**src/design/multi_waveform_lfo_top_defines.svh**
```systemverilog
// assertion macros for the multi-waveform lfo
// used by multi_waveform_lfo_top; no other dependencies
`ifndef MULTI_WAVEFORM_LFO_TOP_DEFINES_SVH
`define MULTI_WAVEFORM_LFO_TOP_DEFINES_SVH

`ifndef SYNTHESIS
// check on every clock edge outside reset
`define MWLFO_ASSERT(lbl, prop) \
  lbl: assert property (@(posedge clk_i) disable iff (!rst_ni) prop) \
    else $error("%m: check failed");
// check on every clock edge, reset included
`define MWLFO_ASSERT_ALWAYS(lbl, prop) \
  lbl: assert property (@(posedge clk_i) prop) \
    else $error("%m: check failed");
`else
`define MWLFO_ASSERT(lbl, prop)
`define MWLFO_ASSERT_ALWAYS(lbl, prop)
`endif

`endif

```
**src/design/mwlfo_pkg.sv**
```systemverilog
// package for the multi-waveform lfo: widths, codes and the sine quarter rom
// no dependencies; imported by multi_waveform_lfo_top
`timescale 1ns / 1ps
`default_nettype none

package mwlfo_pkg;

  // phase fraction and sine table size
  localparam int PHASE_BITS      = 24;
  localparam int SINE_TABLE_BITS = 8;
  localparam int SINE_N          = 1 << SINE_TABLE_BITS;

  // field and register widths
  localparam int DT_W       = 16;
  localparam int RATE_W     = 24;
  localparam int GAIN_W     = 16;
  localparam int OUT_W      = 16;
  localparam int LFSR_W     = 16;
  localparam int SINE_W     = 15;
  localparam int CFG_ADDR_W = 3;
  localparam int CFG_DATA_W = 24;

  // phase increment arithmetic
  localparam int PROD_W = DT_W + RATE_W;
  localparam int INC_W  = PROD_W - (32 - PHASE_BITS);

  // constants
  localparam logic [LFSR_W-1:0] LFSR_SEED = 16'hACE1;
  localparam logic [SINE_W-1:0] SINE_PEAK = 15'h7FFF;
  localparam logic [63:0]       HALF_PI_Q30 = 64'd1686629713;
  localparam logic [63:0]       TAYLOR_DIV [7] = '{64'd6, 64'd20, 64'd42, 64'd72,
                                                   64'd110, 64'd156, 64'd210};

  // reset values of the registers
  localparam logic              RST_OSC_ENABLE   = 1'b1;
  localparam logic [RATE_W-1:0] RST_RATE_HZ      = 24'h010000;
  localparam logic [GAIN_W-1:0] RST_DEPTH_GAIN   = 16'h8000;
  localparam logic [OUT_W-1:0]  RST_LEVEL_OFFSET = 16'h0000;

  // configuration register indexes
  typedef enum logic [CFG_ADDR_W-1:0] {
    CFG_OSC_ENABLE   = 3'd0,
    CFG_WAVE_SELECT  = 3'd1,
    CFG_RATE_HZ      = 3'd2,
    CFG_DEPTH_GAIN   = 3'd3,
    CFG_LEVEL_OFFSET = 3'd4
  } cfg_reg_e;

  // waveform codes
  typedef enum logic [2:0] {
    WAVE_SINE     = 3'd0,
    WAVE_TRIANGLE = 3'd1,
    WAVE_SAW_UP   = 3'd2,
    WAVE_SAW_DOWN = 3'd3,
    WAVE_SQUARE   = 3'd4,
    WAVE_RANDOM   = 3'd5
  } wave_e;

  // request kinds
  typedef enum logic {
    CMD_TICK = 1'b0,
    CMD_SYNC = 1'b1
  } cmd_e;

  typedef logic [SINE_W-1:0] sine_rom_t [SINE_N];

  // quarter sine, round(32768*sin(pi/2*i/N)) capped, by an integer taylor series in q2.30
  function automatic sine_rom_t build_sine_rom();
    sine_rom_t   rom;
    logic [63:0] x;
    logic [63:0] x2;
    logic [63:0] term;
    logic [63:0] sum;
    logic [63:0] q;
    for (int i = 0; i < SINE_N; i++) begin
      x    = (HALF_PI_Q30 * 64'(i)) >> SINE_TABLE_BITS;
      x2   = (x * x) >> 30;
      term = x;
      sum  = x;
      for (int k = 0; k < 7; k++) begin
        term = ((term * x2) >> 30) / TAYLOR_DIV[k];
        if (k[0] == 1'b0) begin
          sum = sum - term;
        end else begin
          sum = sum + term;
        end
      end
      q = (sum + 64'd16384) >> 15;
      rom[i] = (q > 64'(SINE_PEAK)) ? SINE_PEAK : q[SINE_W-1:0];
    end
    return rom;
  endfunction

  localparam sine_rom_t SINE_ROM = build_sine_rom();

endpackage

`default_nettype wire

```
**src/design/multi_waveform_lfo_top.sv**
```systemverilog
// Multi-waveform lfo: tick-driven phase accumulator with six waveforms.
// A request enters the input register, then the result register once the output is free.
// Throughput: one request per cycle unless m_axis stalls; the input register and result register
// each hold one request, and one pass of waveform, scale and phase add sits between.
// Reset: phase and random hold clear, lfsr loads its seed, registers take their
// documented reset values, both pipeline registers empty.
`timescale 1ns / 1ps
`default_nettype none
`include "multi_waveform_lfo_top_defines.svh"

module multi_waveform_lfo_top
  import mwlfo_pkg::*;
(
  input  wire logic                  clk_i,
  input  wire logic                  rst_ni,
  // configuration write port
  input  wire logic                  cfg_we_i,
  input  wire logic [CFG_ADDR_W-1:0] cfg_addr_i,
  input  wire logic [CFG_DATA_W-1:0] cfg_wdata_i,
  // request stream
  input  wire logic                  s_axis_tvalid_i,
  output logic                       s_axis_tready_o,
  input  wire logic [DT_W-1:0]       s_axis_tdata_i,   // [15:0] delta_time
  input  wire logic                  s_axis_tuser_i,   // [0] command
  // result stream
  output logic                       m_axis_tvalid_o,
  input  wire logic                  m_axis_tready_i,
  output logic [OUT_W-1:0]           m_axis_tdata_o    // [15:0] mod_value
);

  // configuration registers
  logic              osc_enable_q;
  logic [2:0]        wave_sel_q;
  logic [RATE_W-1:0] rate_hz_q;
  logic [GAIN_W-1:0] depth_gain_q;
  logic [OUT_W-1:0]  level_offset_q;

  // oscillator state
  logic [PHASE_BITS-1:0] phase_q, phase_d;
  logic [LFSR_W-1:0]     lfsr_q, lfsr_d;
  logic [LFSR_W-1:0]     hold_q, hold_d;

  // pipeline registers
  logic            v1_q, v2_q;
  cmd_e            cmd1_q;
  logic [DT_W-1:0] dt1_q;
  logic [OUT_W-1:0] out_q, out_d;

  logic fire_in;
  logic fire2;
  logic lfsr_step;

  // handshake
  assign fire2           = v1_q && (!v2_q || m_axis_tready_i);
  assign s_axis_tready_o = !v1_q || fire2;
  assign fire_in         = s_axis_tvalid_i && s_axis_tready_o;
  assign m_axis_tvalid_o = v2_q;
  assign m_axis_tdata_o  = out_q;

  // configuration writes
  always_ff @(posedge clk_i or negedge rst_ni) begin
    if (!rst_ni) begin
      osc_enable_q   <= RST_OSC_ENABLE;
      wave_sel_q     <= WAVE_SINE;
      rate_hz_q      <= RST_RATE_HZ;
      depth_gain_q   <= RST_DEPTH_GAIN;
      level_offset_q <= RST_LEVEL_OFFSET;
    end else if (cfg_we_i) begin
      unique case (cfg_addr_i)
        CFG_OSC_ENABLE:   osc_enable_q   <= cfg_wdata_i[0];
        CFG_WAVE_SELECT:  wave_sel_q     <= cfg_wdata_i[2:0];
        CFG_RATE_HZ:      rate_hz_q      <= cfg_wdata_i[RATE_W-1:0];
        CFG_DEPTH_GAIN:   depth_gain_q   <= cfg_wdata_i[GAIN_W-1:0];
        CFG_LEVEL_OFFSET: level_offset_q <= cfg_wdata_i[OUT_W-1:0];
        default: ;
      endcase
    end
  end

  // top 16 phase bits and sine addressing
  logic [15:0]                f;
  logic [1:0]                 quad;
  logic [SINE_TABLE_BITS-1:0] sidx, ridx;
  logic [SINE_W-1:0]          srom;
  logic signed [16:0]         sine_mag;

  assign f    = phase_q[PHASE_BITS-1 -: 16];
  assign quad = phase_q[PHASE_BITS-1 -: 2];
  assign sidx = phase_q[PHASE_BITS-3 -: SINE_TABLE_BITS];
  assign ridx = quad[0] ? (SINE_TABLE_BITS'(0) - sidx) : sidx;
  assign srom = SINE_ROM[ridx];

  // mirrored quadrants read the peak at their first entry
  always_comb begin
    if (quad[0] && (sidx == '0)) begin
      sine_mag = $signed({2'b00, SINE_PEAK});
    end else begin
      sine_mag = $signed({2'b00, srom});
    end
  end

  // waveform select
  logic signed [16:0] wave;
  logic signed [17:0] tri_up, tri_dn;

  assign tri_up = $signed({1'b0, f, 1'b0}) - 18'sd32768;
  assign tri_dn = 18'sd98304 - $signed({1'b0, f, 1'b0});

  always_comb begin
    unique case (wave_sel_q)
      WAVE_SINE:     wave = quad[1] ? -sine_mag : sine_mag;
      WAVE_TRIANGLE: wave = f[15] ? tri_dn[16:0] : tri_up[16:0];
      WAVE_SAW_UP:   wave = $signed({1'b0, f}) - 17'sd32768;
      WAVE_SAW_DOWN: wave = 17'sd32768 - $signed({1'b0, f});
      WAVE_SQUARE:   wave = f[15] ? -17'sd32768 : 17'sd32768;
      WAVE_RANDOM:   wave = $signed({hold_q[LFSR_W-1], hold_q});
      default:       wave = '0;
    endcase
  end

  // scale by gain with rounding, add offset, saturate
  logic signed [33:0] scaled_prod;
  logic signed [34:0] scaled_rnd;
  logic signed [19:0] level_sum;
  logic [OUT_W-1:0]   level_sat;

  assign scaled_prod = wave * $signed({1'b0, depth_gain_q});
  assign scaled_rnd  = 35'(scaled_prod) + 35'sd16384;
  assign level_sum   = 20'(scaled_rnd[34:15])
                     + 20'($signed(level_offset_q));

  always_comb begin
    if (level_sum > 20'sd32767) begin
      level_sat = 16'h7FFF;
    end else if (level_sum < -20'sd32768) begin
      level_sat = 16'h8000;
    end else begin
      level_sat = level_sum[OUT_W-1:0];
    end
  end

  // phase advance
  logic [PROD_W-1:0] ph_prod;
  logic [INC_W-1:0]  ph_inc;
  logic [INC_W:0]    ph_sum;
  logic              wrap;
  logic              lfsr_fb;

  assign ph_prod = dt1_q * rate_hz_q;
  assign ph_inc  = ph_prod[PROD_W-1 -: INC_W];
  assign ph_sum  = {{(INC_W + 1 - PHASE_BITS){1'b0}}, phase_q} + {1'b0, ph_inc};
  assign wrap    = |ph_sum[INC_W:PHASE_BITS];
  assign lfsr_fb = lfsr_q[0] ^ lfsr_q[2] ^ lfsr_q[3] ^ lfsr_q[5];

  // result and next state for the request in the input register
  always_comb begin
    phase_d   = phase_q;
    lfsr_d    = lfsr_q;
    hold_d    = hold_q;
    out_d     = '0;
    lfsr_step = 1'b0;
    priority if (cmd1_q == CMD_SYNC) begin
      phase_d = '0;
    end else if (osc_enable_q) begin
      out_d     = level_sat;
      phase_d   = ph_sum[PHASE_BITS-1:0];
      lfsr_step = wrap && (wave_sel_q == WAVE_RANDOM);
      if (lfsr_step) begin
        lfsr_d = {lfsr_fb, lfsr_q[LFSR_W-1:1]};
        hold_d = {lfsr_fb, lfsr_q[LFSR_W-1:1]};
      end
    end else begin
      out_d = '0;
    end
  end

  // state and valid flags
  always_ff @(posedge clk_i or negedge rst_ni) begin
    if (!rst_ni) begin
      phase_q <= '0;
      lfsr_q  <= LFSR_SEED;
      hold_q  <= '0;
      v1_q    <= 1'b0;
      v2_q    <= 1'b0;
    end else begin
      if (fire2) begin
        phase_q <= phase_d;
        lfsr_q  <= lfsr_d;
        hold_q  <= hold_d;
      end
      if (fire_in) begin
        v1_q <= 1'b1;
      end else if (fire2) begin
        v1_q <= 1'b0;
      end
      if (fire2) begin
        v2_q <= 1'b1;
      end else if (m_axis_tready_i) begin
        v2_q <= 1'b0;
      end
    end
  end

  // payload registers
  always_ff @(posedge clk_i) begin
    if (fire_in) begin
      cmd1_q <= cmd_e'(s_axis_tuser_i);
      dt1_q  <= s_axis_tdata_i;
    end
    if (fire2) begin
      out_q <= out_d;
    end
  end

  // checks
  `MWLFO_ASSERT(a_sync_clears_phase, (fire2 && (cmd1_q == CMD_SYNC)) |=> (phase_q == '0))
  `MWLFO_ASSERT(a_lfsr_only_on_wrap, !(fire2 && lfsr_step) |=> $stable(lfsr_q))
  `MWLFO_ASSERT(a_stall_only_when_full, !s_axis_tready_o |-> (v1_q && v2_q))
  `MWLFO_ASSERT_ALWAYS(a_lfsr_nonzero, !rst_ni || (lfsr_q != '0))

endmodule

`default_nettype wire

```
**config.mk**
```make
export PLATFORM = sky130hd
export DESIGN_NAME = multi_waveform_lfo_top
export DESIGN_NICKNAME = d
export VERILOG_FILES = /design/src/design/mwlfo_pkg.sv /design/src/design/multi_waveform_lfo_top.sv
export VERILOG_INCLUDE_DIRS = /design/src /design/src/design
export SDC_FILE = /design/constraint.sdc
export NUM_CORES = 2
export LEC_CHECK = 0
export ABC_AREA = 1
export BUFFER_PORTS_ARGS = -buffer_cell sky130_fd_sc_hd__buf_2
export CORE_ASPECT_RATIO = 1.1
export CORE_UTILIZATION = 30
export CTS_BUF_LIST = sky130_fd_sc_hd__clkbuf_4 sky130_fd_sc_hd__clkbuf_8
export CTS_CLUSTER_DIAMETER = 50
export DETAILED_ROUTE_END_ITERATION = 10
export SKIP_LAST_GASP = 1
export SLEW_MARGIN = 20
export SYNTH_ARGS = -nofsm -noshare
export SYNTH_HDL_FRONTEND = slang
export SYNTH_SLANG_ARGS = --single-unit
```
**constraint.sdc**
```tcl
create_clock -name clk_i -period 11.78 [get_ports clk_i]
set_clock_uncertainty 0.1 [all_clocks]
set_input_delay 1.767 -clock clk_i [delete_from_list [all_inputs] [get_ports clk_i]]
set_output_delay 1.767 -clock clk_i [all_outputs]
set_load 0.005 [all_outputs]
```
==> impl_metrics.ini <==
[placement]
port-buffer-count = 66
hpwlAfterDp_um = 105000
place_congestion = 1.03
dpl.cell_count = 6404
preCtsSetupSlack_ns = -0.181

[sta]
drv_slew = 0
worstMarginPinSlew_ns = 1.00
grt_setup_unrepaired = true
period_minus_slack_ns = 11.23
relSlewSlack_pct = 33.0
setup_viol = 0
finalCritPeriodShare_pct = 95.3
max_freq_mhz = 89.1
layout_setup_ws_ns = 0.554
hold_viol = 0

[worst_setup_path]
r2r_start = phase_q[14]
cp-end-kind = register
worstPathMaxFanout = 8
path_common_cell = nand2_1
startpoint_type = register
r2r-end = m_axis_tdata_o[9]
cp.arrival_ns = 11.47
max_stage_delay_ns = 0.52
rr_worst_depth = 59
required_ns = 12.02
cpLargestDelayFamily = adder cells
r2r_slack_ns = 0.55
crit_type = register to register
slowest_stage = fa_1
crit_buf_inv = 11

[synthesis]
ys_async_sr_fraction_pct = 76.9
postSynthCellCount = 4805
ys_warn_count = 0
ys_dominant_reg_cell = dfrtp_1
syn_nets = 5719
synthDistinctLibCells = 74
ys_seq_area_share_pct = 10.4
synth_area_per_cell_um2 = 7.54
syn_area_um2 = 36200
synth-seq-cells = 143
synth_edf_count = 33

[route]
drcViolationCount = 0
ant_nets = 0
routed_wl_um = 128000
first_pass_iters = 8
vias_per_cell = 5.07
via_count = 32700
drt_iter0_markers = 3049
wl_per_cell_um = 19.9

[clock_network]
path_clk_slew_ns = 0.09
cts_tree = done
cts_sinks = 143
cts_root_buf = clkbuf_8
cts_buffers = 17
htree_levels = 4
cts.path.max_buffers = 2
cts_hold_buffers = 0
insertion_delay_ns = 0.59

[layout]
final_nets = 5800
seq_area_um2 = 3760
multi_input_area_um2 = 27800
fill_cells = 12800
drive_gt1_share_pct = 10.1
syn_to_final_growth_pct = 9.85
final_cells = 6452

[run_status]
outcome = completed

[die]
rows = 133
initial_core_util_pct = 30.3
ios = 67
coreArea_um2 = 120000
die_y_um = 366
die_x_um = 333
fp.dieArea_um2 = 122000

[global_routing]
grt_usage_pct = 21.5
grt_max_degree = 74
grt_pass1_vias = 34100
antenna_found_initial = 3
grt-ovfl-total = 0
grt_pass1_wl_um = 202000

[worst_hold_path]
min_path_type = register to register
hold_start = lfsr_q[13]
min_to = lfsr_q[13]
whs_path_depth = 2

[run]
cap_violations = 0
==> state kept, by name, summed over array words and instances, names as in the netlist <==
| register | cells |
|---|---|
| dt1_q | 16 |
| lfsr_q | 16 |
| m_axis_tdata_o | 16 |
| v1_q | 1 |
| depth_gain_q | 16 |
| phase_q | 24 |
| wave_sel_q | 3 |
| hold_q | 8 |
| m_axis_tvalid_o | 1 |
| cmd1_q | 1 |
| level_offset_q | 16 |
| osc_enable_q | 1 |
| rate_hz_q | 24 |
==> tightest hold or removal path: stages, from the launching register on <==
cell and delay, ns:
dfstp_2 0.38, nand2_1 0.05, nand2_1 0.04
==> how the worst max path moves through the flow <==
stage / cells after the start / from / slack (ns) / endpoint
5_1_grt: 62 / phase_q[14] / -0.06 / m_axis_tdata_o[8]
6_report: 59 / phase_q[14] / 0.55 / m_axis_tdata_o[9]
3_5_place_dp: 59 / phase_q[14] / -0.18 / m_axis_tdata_o[10]
4_1_cts: 63 / phase_q[14] / 0.07 / m_axis_tdata_o[10]
2_1_floorplan: 66 / phase_q[14] / 0.93 / m_axis_tdata_o[10]
3_3_place_gp: 63 / phase_q[14] / -0.19 / m_axis_tdata_o[1]
==> synthesized netlist by cell type, types with 12 or more instances <==
| master | instances | area (um2) |
|---|---|---|
| nand2_1 | 1109 | 4160 |
| clkbuf_1 | 125 | 469 |
| o22ai_1 | 19 | 119 |
| edfxtp_1 | 33 | 991 |
| o21ai_1 | 41 | 205 |
| xnor2_1 | 42 | 368 |
| nor3_1 | 27 | 135 |
| xor2_1 | 49 | 429 |
| ha_1 | 276 | 3450 |
| dfrtp_1 | 99 | 2480 |
| buf_4 | 12 | 90.1 |
| nand4_1 | 24 | 150 |
| nor4_1 | 14 | 87.6 |
| o211ai_1 | 17 | 128 |
| fa_1 | 589 | 11800 |
| nor2_1 | 280 | 1050 |
| inv_1 | 1037 | 3890 |
| inv_2 | 24 | 90.1 |
| nand2_2 | 24 | 150 |
| nand3_1 | 174 | 871 |
| o21ai_0 | 214 | 1070 |
| buf_6 | 21 | 236 |
| buf_2 | 20 | 100 |
| a31oi_1 | 27 | 169 |
| nor2_2 | 17 | 106 |
| a21oi_1 | 276 | 1380 |
| a21oi_2 | 25 | 219 |
| a211oi_1 | 15 | 113 |
==> cells by family (layout without fill, tap and decap cells) <==
group | after synthesis | count (layout) | share of synthesized area, %
AOI/OAI and AO/OA | 727 | 727 | 11.5
xor gates and xnor gates | 92 | 92 | 2.28
adders and majority gates | 865 | 865 | 42.1
buffers and inverters | 1261 | 1353 | 13.9
DFF | 143 | 143 | 10.4
muxes | 8 | 8 | 0.249
other | 0 | 1 | 0
and+or+nand+nor | 1709 | 1711 | 19.6
==> routing by layer <==
layer | wire length (um) | part of all wire, % | up-vias | GRT usage, %
met1 | 52600 | 41 | 16100 | 27.3
met5 | 38 | 0.030 | - | 0
met3 | 8580 | 6.7 | 322 | 2.88
li1 | - | - | 14900 | -
met2 | 60900 | 47 | 1342 | 36.0
met4 | 6300 | 4.9 | 4 | 10.1
==> stage by stage <==
| stage | util (%) | setup TNS, ns | cell area [um2] | hold slack, ns |
|---|---|---|---|---|
| 3_3_place_gp | 32.5 | -2.77 | 38900 | 0.352 |
| 5_1_grt | 33.2 | -0.584 | 39800 | 0.388 |
| 2_1_floorplan | - | 0 | 36200 | 0.338 |
| 3_5_place_dp | 32.5 | -2.47 | 38900 | 0.356 |
| 6_report | 33.2 | 0 | 39800 | 0.369 |
| 4_1_cts | 32.9 | 0 | 39300 | 0.369 |
==> timing repair <==
action                                  4_1_cts  5_1_grt
resized for setup                             4       77
setup buffers                                 0       13
gates cloned                                  0        2
endpoints found under the setup margin       15       16
hold endpoints to repair                      0        0
pin swaps                                     0       21
==> cell usage in the layout, fill, tap and decap left out, types with 27 or more instances in the layout <==
cell type / count
a31oi_1: 27
fa_1: 589
nand2_1: 1099
nand2_2: 31
o21ai_0: 209
a21oi_1: 275
edfxtp_1: 33
dfrtp_1: 97
nor2_1: 274
buf_4: 179
buf_2: 65
xor2_1: 49
ha_1: 273
xnor2_1: 41
nand3_1: 164
o21ai_1: 37
inv_1: 1037
==> cell type report <==
cell class | instances | share of cell area [%]
Antenna cell | 1 | 0.00629
Clock buffer | 18 | 0.607
Clock inverter | 14 | 0.519
Inverter | 1068 | 10.1
Multi-Input combinational cell | 3403 | 69.8
Sequential cell | 143 | 9.45
Tap cell | 1552 | 4.88
Timing Repair Buffer | 253 | 4.58
Power is left out: the tool's default activity adds up to more than one toggle a clock period on the data nets, which glitch-free logic cannot reach.
